[src/design/assert_macros.svh]
// Assertion macros used by the allocator RTL.
`ifndef ASSERT_MACROS_SVH
`define ASSERT_MACROS_SVH
// Same-cycle implication, disabled while reset is low.
`define ASSERT_IMP(label, clk, rstn, a, b) \
  label: assert property (@(posedge clk) disable iff (!(rstn)) (a) |-> (b)) \
    else $error("assertion failed");
// Next-cycle implication, disabled while reset is low.
`define ASSERT_NXT(label, clk, rstn, a, b) \
  label: assert property (@(posedge clk) disable iff (!(rstn)) (a) |=> (b)) \
    else $error("assertion failed");
`endif

[src/design/wfba_ram.sv]
// Generic single-write, single-read RAM with registered read data.
`default_nettype none
module wfba_ram #(
  parameter int unsigned WIDTH = 8,
  parameter int unsigned DEPTH = 16
) (
  input  wire logic                     clk_i,
  input  wire logic                     we_i,
  input  wire logic [$clog2(DEPTH)-1:0] waddr_i,
  input  wire logic [WIDTH-1:0]         wdata_i,
  input  wire logic [$clog2(DEPTH)-1:0] raddr_i,
  output logic      [WIDTH-1:0]         rdata_o
);
  logic [WIDTH-1:0] mem_q [DEPTH];

  always_ff @(posedge clk_i) begin
    if (we_i) begin
      mem_q[waddr_i] <= wdata_i;
    end
    rdata_o <= mem_q[raddr_i];
  end
endmodule
`default_nettype wire
[config.mk]
export PLATFORM = sky130hd
export DESIGN_NAME = wfba_ram
export DESIGN_NICKNAME = d
export VERILOG_FILES = /design/src/design/assert_macros.svh /design/src/design/wfba_ram.sv
export SDC_FILE = /design/constraint.sdc
export NUM_CORES = 1
export LEC_CHECK = 0
export CAP_MARGIN = 20
export CORE_MARGIN = 4
export CORE_UTILIZATION = 35
export DETAILED_ROUTE_END_ITERATION = 10
export DONT_BUFFER_PORTS = 1
export PLACE_DENSITY = 0.54
export REMOVE_ABC_BUFFERS = 1
export SKIP_CTS_REPAIR_TIMING = 1
export SLEW_MARGIN = 10
export SYNTH_ARGS = -nofsm -noshare
export SYNTH_HDL_FRONTEND = slang
export SYNTH_SLANG_ARGS = --single-unit
[constraint.sdc]
create_clock -name clk_i -period 2.9 [get_ports clk_i]
set_clock_uncertainty 0.2 [all_clocks]
set_input_delay 0.29 -clock clk_i [delete_from_list [all_inputs] [get_ports clk_i]]
set_output_delay 0.29 -clock clk_i [all_outputs]
set_load 0.05 [all_outputs]
==> impl_metrics.csv, run 1 <==
group,metric,value,unit
global_routing,grt_overflow_total,0,
global_routing,grt_pass1_vias,2436,
timing,finalHoldViolCount,1,
clock_tree,cts.sinks,136,
yosys,synthMostInstantiatedCell,"edfxtp_1",
clock_tree,cts_root_buf,"clkbuf_16",
worst_setup_path,critPathLaunchType,"input pin",
yosys,yosys.area.top_type,"edfxtp_1",
placed_design,place.detailed.hpwl,6270,microns
detailed_routing,wl,10200,microns
worst_setup_path,critPathTopFamily,"buffers and inverters",
worst_setup_path,worstPathArrival,1750,ps
placed_design,place_ws,876,ps
timing,fin_crit,1660,ps
clock_tree,clk_path_buf_depth,2,
global_routing,track_usage,0.131,
placed_design,dp_cells,414,
placed_design,gp_congestion,0.703,
layout,synthToLayoutAreaGrowth,18.0,%
job,maxCapViolations,0,
timing,max_freq,601,MHz
yosys,synth_top_area_frac,0.747,
floorplan,start_util,0.356,
global_routing,grt_start_max_net_pins,33,
detailed_routing,viasPerCell,5.15,
worst_setup_path,crit_type,"input pin to register",
yosys,synth_cell_types,19,
detailed_routing,drcViolationCount,0,
clock_tree,clk-insertion-delay-late,410,ps
timing,relSlewSlack,0.458,
timing,whs,-15.6,ps
worst_setup_path,cp-end-kind,"register",
yosys,syn_area,5150,sq um
outcome,status,"finished, violations left",
worst_setup_path,cpMaxStageDelayCell,"dlygate4sd3_1",
yosys,ys_seq_area_frac,0.778,
layout,design_area,6080,sq um
worst_hold_path,hp-class,"input pin to register",
floorplan,die_area,16700,sq um
timing,worstMarginPinSlew,810,ps
detailed_routing,final_antenna_net_count,0,
worst_setup_path,worstPathMaxFanout,26,
yosys,post_synth.cell_area_avg,22.5,sq um
yosys,synth_commonest_cells,"edfxtp_1, mux4_2, a22oi_1",
yosys,ys.flop_type,"edfxtp_1",
floorplan,ios,26,
global_routing,grt_pass1_wl,15300,microns
power,p_per_area,756,nW/um^2
timing,maxSlewViolCount,0,
yosys,async_flop_share,0,
yosys,synthTopCellsByArea,"edfxtp_1, mux4_2, mux4_1, dfxtp_1, a22oi_1",
placed_design,place_area,5370,sq um
placed_design,port-buffer-count,0,
worst_setup_path,path_cells,"dlygate4sd3_1 -> mux4_1 -> a22oi_1 -> nand2_1",
floorplan,die_w,129,microns
detailed_routing,first_iter_violations,143,
worst_setup_path,slowest_delay,820,ps
clock_tree,cts_tree,"built",
worst_setup_path,path_buf_inv,1,
floorplan,rows,44,
clock_tree,htree_levels,4,
timing,setup_slack,1240,ps
layout,utilization,0.420,
timing,fin_setup_tns,0,ps
clock_tree,cts.clk_slew.worst_paths,50,ps
yosys,postSynthCellCount,229,
layout,num-nets-final,276,
outcome,violations,"hold timing",
yosys,yosysWarnings,0,
detailed_routing,wl_per_cell,22.4,microns
clock_tree,numCtsBuffers,17,
layout,drive_above_1_share,0.221,
power,ir_drop,0.000373,V
detailed_routing,firstDrtPassIters,4,
worst_setup_path,worstPathRequired,2990,ps
global_routing,antenna_found_initial,0,
power,p_leak,1.98,nW
yosys,synth-edff-count,128,
timing,setup_viol,0,
floorplan,die_y,129,microns
layout,final_cell_count_no_fill,456,
timing,post-route-period-util,0.573,
detailed_routing,num_vias,2347,
power,p_total,4.59,mW
floorplan,core-area,14500,sq um
yosys,synth-seq-cells,136,
timing,rsz0062_at_grt,"no",
report_power, final:
part	switching, mW	total [mW]	internal, mW
clock network	0.759	2.18	1.42
logic	0.0812	0.154	0.0733
registers	0.0586	2.26	2.20
total	0.898	4.59	3.69
cell families (layout without fill, tap and decap cells):
kind of cell	count (synthesis)	in the layout	share of synthesized area
buffers and inverters	10	52	0.0168
flip-flops	136	136	0.778
AO/OA/AOI/OAI	16	16	0.0233
AND/OR/NAND/NOR	35	35	0.0318
other	0	1	0
multiplexers	32	32	0.150
path summary, 6_finish.rpt:
check,startpoint,end,slack [ps],depth (start not counted)
worst max-delay path,raddr_i[1],rdata_o[4]$_DFF_P_,1240,4
worst min-delay path,raddr_i[1],rdata_o[6]$_DFF_P_,-20,3
worst max register to register,mem_q[9][2]$_DFFE_PP_,rdata_o[2]$_DFF_P_,1280,3
worst min register to register,mem_q[14][1]$_DFFE_PP_,rdata_o[1]$_DFF_P_,460,3
per-layer routing:
metal	global-route usage	vias up	wire, microns
met1	0.164	1239	4350
met5	0	-	0
li1	-	1030	-
met3	0.0375	15	481
met4	0.0519	0	178
met2	0.217	63	5190
cells in the final DEF (no fill, tap or decap), drive strengths merged, types with 8 or more instances in the layout:
cell / count
edfxtp: 128
mux4: 32
clkbuf: 17
a22oi: 16
nor2: 13
buf: 11
nand2: 9
dlygate4sd3: 9
dfxtp: 8
clkinv: 8
flip-flops by register name, summed over array words and instances (netlist names):
register	cells
rdata_o	8
mem_q	128
final cells by class:
type,count,area [sq um]
flip-flops and latches,136,4000
repair buffers,20,173
clock buffers,17,425
clock inverters,15,184
well taps,184,230
multi-input cells,83,1060
fillers,1253,8400
diodes,1,2.50
worst min-delay path, cell delays in order:
cell and delay [ps]:
mux4_2 160, a22oi_1 60, nand2_1 50
Power figures use the tool's default switching activity.
==> run 2, diff against run 1 <==
--- a/config.mk
+++ b/config.mk
@@ -10,7 +10,7 @@
 export CORE_UTILIZATION = 35
 export DETAILED_ROUTE_END_ITERATION = 10
 export DONT_BUFFER_PORTS = 1
-export PLACE_DENSITY = 0.54
+export PLACE_DENSITY = 0.56
 export REMOVE_ABC_BUFFERS = 1
 export SKIP_CTS_REPAIR_TIMING = 1
 export SLEW_MARGIN = 10
==> constraint.sdc (replaced) <==
create_clock -name clk_i -period 1.5 [get_ports clk_i]
set_clock_uncertainty 0.2 [all_clocks]
set_input_delay 0.15 -clock clk_i [delete_from_list [all_inputs] [get_ports clk_i]]
set_output_delay 0.15 -clock clk_i [all_outputs]
set_load 0.05 [all_outputs]
==> run 2 against run 1 <==
- the flow still finishes with violations (hold timing)
- die area unchanged
- clock power increased by 74%
- non-clock buffer count increased by 7
- sequential power increased by 93%
- highest routed layer is now met5
- setup slack got worse by 1200 ps
==> impl_metrics.csv, run 2 (same netlist as run 1, synthesis figures left out) <==
group,metric,value,unit
clock_tree,clk_path_buf_depth,2,
global_routing,grt.met2_usage,0.209,
detailed_routing,wl_per_cell,22.3,microns
layout,nFillCells,1248,
timing,finalHoldViolCount,8,
layout,layout_common_cells,"edfxtp_1, mux4_2, clkbuf_16, buf_4, nor2_1",
clock_tree,cts_root_buf,"clkbuf_16",
worst_setup_path,rrSetupSlack,30,ps
layout,drive_above_1_share,0.309,
timing,maxSlewViolCount,0,
floorplan,rows,44,
worst_hold_path,hold_path_end,"rdata_o[2]$_DFF_P_",
worst_setup_path,crit_type,"register to register",
layout,final_cell_count_no_fill,463,
timing,fin_crit,1470,ps
placed_design,place.detailed.hpwl,6180,microns
detailed_routing,num_vias,2384,
global_routing,track_usage,0.130,
layout,largest_register,"mem_q",
timing,relSlewSlack,0.357,
detailed_routing,final_antenna_net_count,0,
worst_setup_path,cp-end-kind,"register",
worst_setup_path,reg2reg_depth,3,
power,p_per_area,1390,nW/um^2
floorplan,die_y,129,microns
timing,setup_slack,29.1,ps
layout,synthToLayoutAreaGrowth,18.5,%
floorplan,start_util,0.356,
layout,utilization,0.421,
placed_design,gp_congestion,0.694,
placed_design,port-buffer-count,0,
detailed_routing,firstDrtPassIters,4,
timing,rsz0062_at_grt,"yes",
worst_setup_path,worstPathArrival,1560,ps
timing,post-route-period-util,0.981,
detailed_routing,drcViolationCount,0,
worst_setup_path,critPathLaunchType,"register",
worst_setup_path,worstPathMaxFanout,1,
placed_design,dp_cells,420,
clock_tree,htree_levels,4,
timing,worstMarginPinSlew,961,ps
timing,setup_viol,0,
floorplan,die_w,129,microns
global_routing,grtUsageMet3,0.0515,
worst_setup_path,rr_endpoint,"rdata_o[4]$_DFF_P_",
placed_design,place_ws,-104,ps
global_routing,grt_pass1_wl,15000,microns
timing,whs,-167,ps
floorplan,core-area,14500,sq um
worst_setup_path,worstPathRequired,1590,ps
layout,num-nets-final,283,
global_routing,grt_pass1_vias,2422,
clock_tree,numCtsBuffers,17,
global_routing,busiest_layer,"met2",
global_routing,use_met1,0.156,
global_routing,grt_overflow_total,0,
detailed_routing,viasPerCell,5.15,
layout,ff_latch_area,4000,sq um
worst_setup_path,reg2reg_from,"mem_q[3][4]$_DFFE_PP_",
layout,multi_input_area,1080,sq um
floorplan,ios,26,
clock_tree,cts_tree,"built",
layout,reg_top3,"mem_q x128, rdata_o x8",
clock_tree,clk-insertion-delay-late,400,ps
clock_tree,cts.sinks,136,
job,maxCapViolations,0,
clock_tree,cts.clk_slew.worst_paths,60,ps
global_routing,grt_start_max_net_pins,33,
power,ir_drop,0.000727,V
detailed_routing,first_iter_violations,206,
worst_hold_path,worstHoldPathCells,3,
global_routing,antenna_found_initial,2,
detailed_routing,wl,10300,microns
power,p_leak,1.97,nW
worst_hold_path,worstHoldStart,"raddr_i[1]",
layout,layout_commonest_cell,"edfxtp_1",
timing,max_freq,680,MHz
layout,largest_reg_flops,128,
outcome,violations,"hold timing",
worst_hold_path,hp-class,"input pin to register",
floorplan,die_area,16700,sq um
outcome,status,"finished, violations left",
[run 2: per-stage QoR]
step | power [mW] | area (sq um) | TNS (ps)
2_1_floorplan | 4.61 | 5060 | -5870
3_3_place_gp | 4.69 | 5420 | -424
3_5_place_dp | 4.69 | 5420 | -579
6_report | 8.50 | 6100 | 0
5_1_grt | 8.82 | 6100 | -35.4
4_1_cts | 8.50 | 5970 | -361
[run 2: worst max-delay path by stage]
stage	from	endpoint	slack, ps	cells past startpoint
global placement	mem_q[5][3]$_DFFE_PP_	rdata_o[3]$_DFF_P_	-90	3
floorplan	waddr_i[2]	mem_q[0][0]$_DFFE_PP_	-340	2
finish	mem_q[3][4]$_DFFE_PP_	rdata_o[4]$_DFF_P_	30	3
CTS	mem_q[6][3]$_DFFE_PP_	rdata_o[3]$_DFF_P_	-110	3
detailed placement	mem_q[6][3]$_DFFE_PP_	rdata_o[3]$_DFF_P_	-100	3
global route	mem_q[3][1]$_DFFE_PP_	rdata_o[1]$_DFF_P_	-20	3
[run 2: cell type report]
| type | instances | area share |
|---|---|---|
| diodes | 1 | 0.000410 |
| multi-input cells | 83 | 0.178 |
| clock inverters | 9 | 0.0123 |
| flip-flops and latches | 136 | 0.656 |
| repair buffers | 27 | 0.0373 |
| clock buffers | 23 | 0.0783 |
| well taps | 184 | 0.0377 |
[run 2: worst max-delay path, cell delays in order, from the launching register on]
cell	delay (ps)
edfxtp_1	370
mux4_2	490
a22oi_2	230
nand2_1	70
[run 2: layer usage]
metal	share of wire	vias to the layer above
li1	-	1042
met1	0.42	1263
met2	0.51	62
met3	0.057	15
met4	0.014	2
met5	0.00068	-
[run 2: power by group]
| part | total [mW] | internal, mW | switching, mW |
|---|---|---|---|
| clock network | 3.79 | 2.39 | 1.40 |
| logic | 0.343 | 0.163 | 0.180 |
| registers | 4.37 | 4.25 | 0.112 |
==> run 3, diff against run 2 <==
--- a/config.mk
+++ b/config.mk
@@ -5,6 +5,7 @@
 export SDC_FILE = /design/constraint.sdc
 export NUM_CORES = 1
 export LEC_CHECK = 0
+export ABC_AREA = 1
 export CAP_MARGIN = 20
 export CORE_MARGIN = 4
 export CORE_UTILIZATION = 35
@@ -12,6 +13,7 @@
 export DONT_BUFFER_PORTS = 1
 export PLACE_DENSITY = 0.56
 export REMOVE_ABC_BUFFERS = 1
+export SETUP_SLACK_MARGIN = 0.4
 export SKIP_CTS_REPAIR_TIMING = 1
 export SLEW_MARGIN = 10
 export SYNTH_ARGS = -nofsm -noshare
==> run 3 against run 2 <==
- the flow still finishes with violations (hold timing)
- clock power up 4%
- sequential power about the same
- largest power group unchanged
- combinational power up 45%
==> impl_metrics.csv, run 3 <==
group,metric,value,unit
outcome,status,"finished, violations left",
outcome,violations,"hold timing",
worst_hold_path,hp-class,"input pin to register",
layout,largest_register,"mem_q",
timing,setup_viol,0,
power,ir_drop,0.000576,V
layout,layout_common_cells,"nand2_1, edfxtp_1, inv_1, nand3_2, nand3_1",
detailed_routing,firstDrtPassIters,5,
yosys,synthMuxAreaShare,0,
detailed_routing,final_antenna_net_count,0,
power,p_total,8.79,mW
yosys,synth-edff-count,128,
layout,layout_commonest_cell,"nand2_1",
placed_design,place_area,6100,sq um
layout,drive_above_1_share,0.235,
floorplan,rows,46,
yosys,ys.flop_type,"edfxtp_1",
worst_setup_path,reg2reg_from,"mem_q[13][7]$_DFFE_PP_",
clock_tree,cts_tree,"built",
timing,finalHoldViolCount,120,
floorplan,die_y,136,microns
placed_design,gp_congestion,0.878,
placed_design,dp_cells,769,
clock_tree,cts.sinks,136,
clock_tree,cts.clk_slew.worst_paths,60,ps
yosys,synth_cell_types,12,
worst_setup_path,path_buf_inv,1,
job,maxCapViolations,0,
layout,diodes,0,
yosys,ys_seq_area_frac,0.694,
placed_design,place.detailed.hpwl,8430,microns
yosys,yosysWarnings,0,
layout,num-nets-final,591,
detailed_routing,wl_met1,5620,microns
yosys,synth_top_family_by_area,"simple AND/OR/NAND/NOR gates",
yosys,synthAdderAreaFrac,0,
global_routing,grt_pass1_wl,20200,microns
clock_tree,cts_root_buf,"clkbuf_16",
timing,max_freq,791,MHz
detailed_routing,wl_per_cell,16.4,microns
timing,whs,-371,ps
yosys,yosys.area.top_type,"edfxtp_1",
worst_setup_path,cp-end-kind,"register",
timing,setup_slack,237,ps
floorplan,die_w,136,microns
timing,fin_setup_tns,0,ps
clock_tree,clk-insertion-delay-late,410,ps
detailed_routing,wl_met2,6660,microns
clock_tree,numCtsBuffers,17,
detailed_routing,drcViolationCount,0,
global_routing,grt_start_max_net_pins,66,
yosys,synthXorXnorAreaFrac,0,
floorplan,die_area,18600,sq um
clock_tree,htree_levels,4,
yosys,synth_top_area_frac,0.667,
yosys,synth_simple_gate_area_frac,0.210,
layout,largest_reg_flops,128,
yosys,synth_commonest_cells,"nand2_1, edfxtp_1, inv_1",
yosys,post_synth.cell_area_avg,10.5,sq um
detailed_routing,wl_met3,621,microns
placed_design,port-buffer-count,0,
worst_setup_path,critPathLaunchType,"input pin",
worst_setup_path,crit_start,"wdata_i[2]",
yosys,synthTopCellsByArea,"edfxtp_1, nand2_1, nand3_1, inv_1, dfxtp_1",
worst_setup_path,worstPathArrival,1170,ps
power,p_per_area,1240,nW/um^2
timing,post-route-period-util,0.842,
global_routing,grt_overflow_total,0,
global_routing,antenna_found_initial,0,
detailed_routing,wl,13200,microns
worst_setup_path,worstPathMaxFanout,16,
worst_setup_path,reg2reg_depth,6,
worst_setup_path,slowest_delay,1010,ps
layout,design_area,7070,sq um
detailed_routing,first_iter_violations,229,
layout,reg_top3,"mem_q x128, rdata_o x8",
clock_tree,clk_path_buf_depth,2,
placed_design,place_ws,184,ps
detailed_routing,num_vias,3787,
layout,synthToLayoutAreaGrowth,22.6,%
timing,relSlewSlack,0.507,
worst_setup_path,crit_end,"mem_q[10][2]$_DFFE_PP_",
worst_setup_path,path_cells,"dlygate4sd3_1",
yosys,synthMostInstantiatedCell,"nand2_1",
floorplan,core-area,16000,sq um
yosys,async_flop_share,0,
global_routing,grt_pass1_vias,3714,
timing,maxSlewViolCount,0,
yosys,postSynthCellCount,551,
yosys,synth-compound-area-share,0,
worst_setup_path,cpMaxStageDelayCell,"dlygate4sd3_1",
floorplan,ios,26,
worst_setup_path,crit_type,"input pin to register",
worst_setup_path,rr_endpoint,"rdata_o[7]$_DFF_P_",
worst_setup_path,rrSetupSlack,370,ps
detailed_routing,viasPerCell,4.72,
yosys,syn_area,5770,sq um
global_routing,track_usage,0.148,
layout,utilization,0.442,
timing,rsz0062_at_grt,"yes",
layout,final_cell_count_no_fill,802,
detailed_routing,dr.max_layer_used,"met4",
power,p_leak,2.99,nW
timing,worstMarginPinSlew,737,ps
floorplan,start_util,0.360,
worst_setup_path,cp.depth,1,
yosys,synth-seq-cells,136,
timing,fin_crit,1260,ps
worst_setup_path,critPathTopFamily,"buffers and inverters",
worst_setup_path,worstPathRequired,1400,ps
[run 3: changes by cell type after synthesis, sizes merged, moves of 4 or more]
cell	change
nor2	+4
nand2	+164
inv	+102
nand3	+96
mux4	-32
a22oi	-16
buf	+17
nor3	-4
[run 3: worst min path at each step]
stage          cells past startpoint  startpoint                     end  slack, ps
5_1_grt                            0  wdata_i[5]   mem_q[4][5]$_DFFE_PP_       -390
6_report                           0  wdata_i[5]   mem_q[4][5]$_DFFE_PP_       -370
3_5_place_dp                       0  wdata_i[2]  mem_q[12][2]$_DFFE_PP_         50
2_1_floorplan                      0  wdata_i[0]   mem_q[0][0]$_DFFE_PP_         50
3_3_place_gp                       0  wdata_i[2]  mem_q[12][2]$_DFFE_PP_         50
4_1_cts                            0  wdata_i[5]   mem_q[4][5]$_DFFE_PP_       -390
[run 3: final cells by class]
cell class	count	area, sq um
clock buffers	19	433
clock inverters	13	129
multi-input cells	289	1560
inverters	102	383
repair buffers	27	265
flip-flops and latches	136	4030
fillers	1509	8930
well taps	216	270
[run 3: logic make-up after synthesis]
| family | Yosys count |
|---|---|
| and+or+nand+nor | 289 |
| buffers and inverters | 126 |
| DFF | 136 |
[run 3: where the power goes]
group          switching, mW  leakage, nW  internal (mW)
sequential            0.0859         1.23           4.26
combinational          0.314         1.49          0.185
clock                   1.52        0.274           2.43
[run 3: routing by layer]
| layer | track usage | vias to the layer above |
|---|---|---|
| met5 | 0 | - |
| met4 | 0.0560 | 0 |
| met1 | 0.185 | 1816 |
| met3 | 0.0303 | 27 |
| li1 | - | 1817 |
| met2 | 0.252 | 127 |
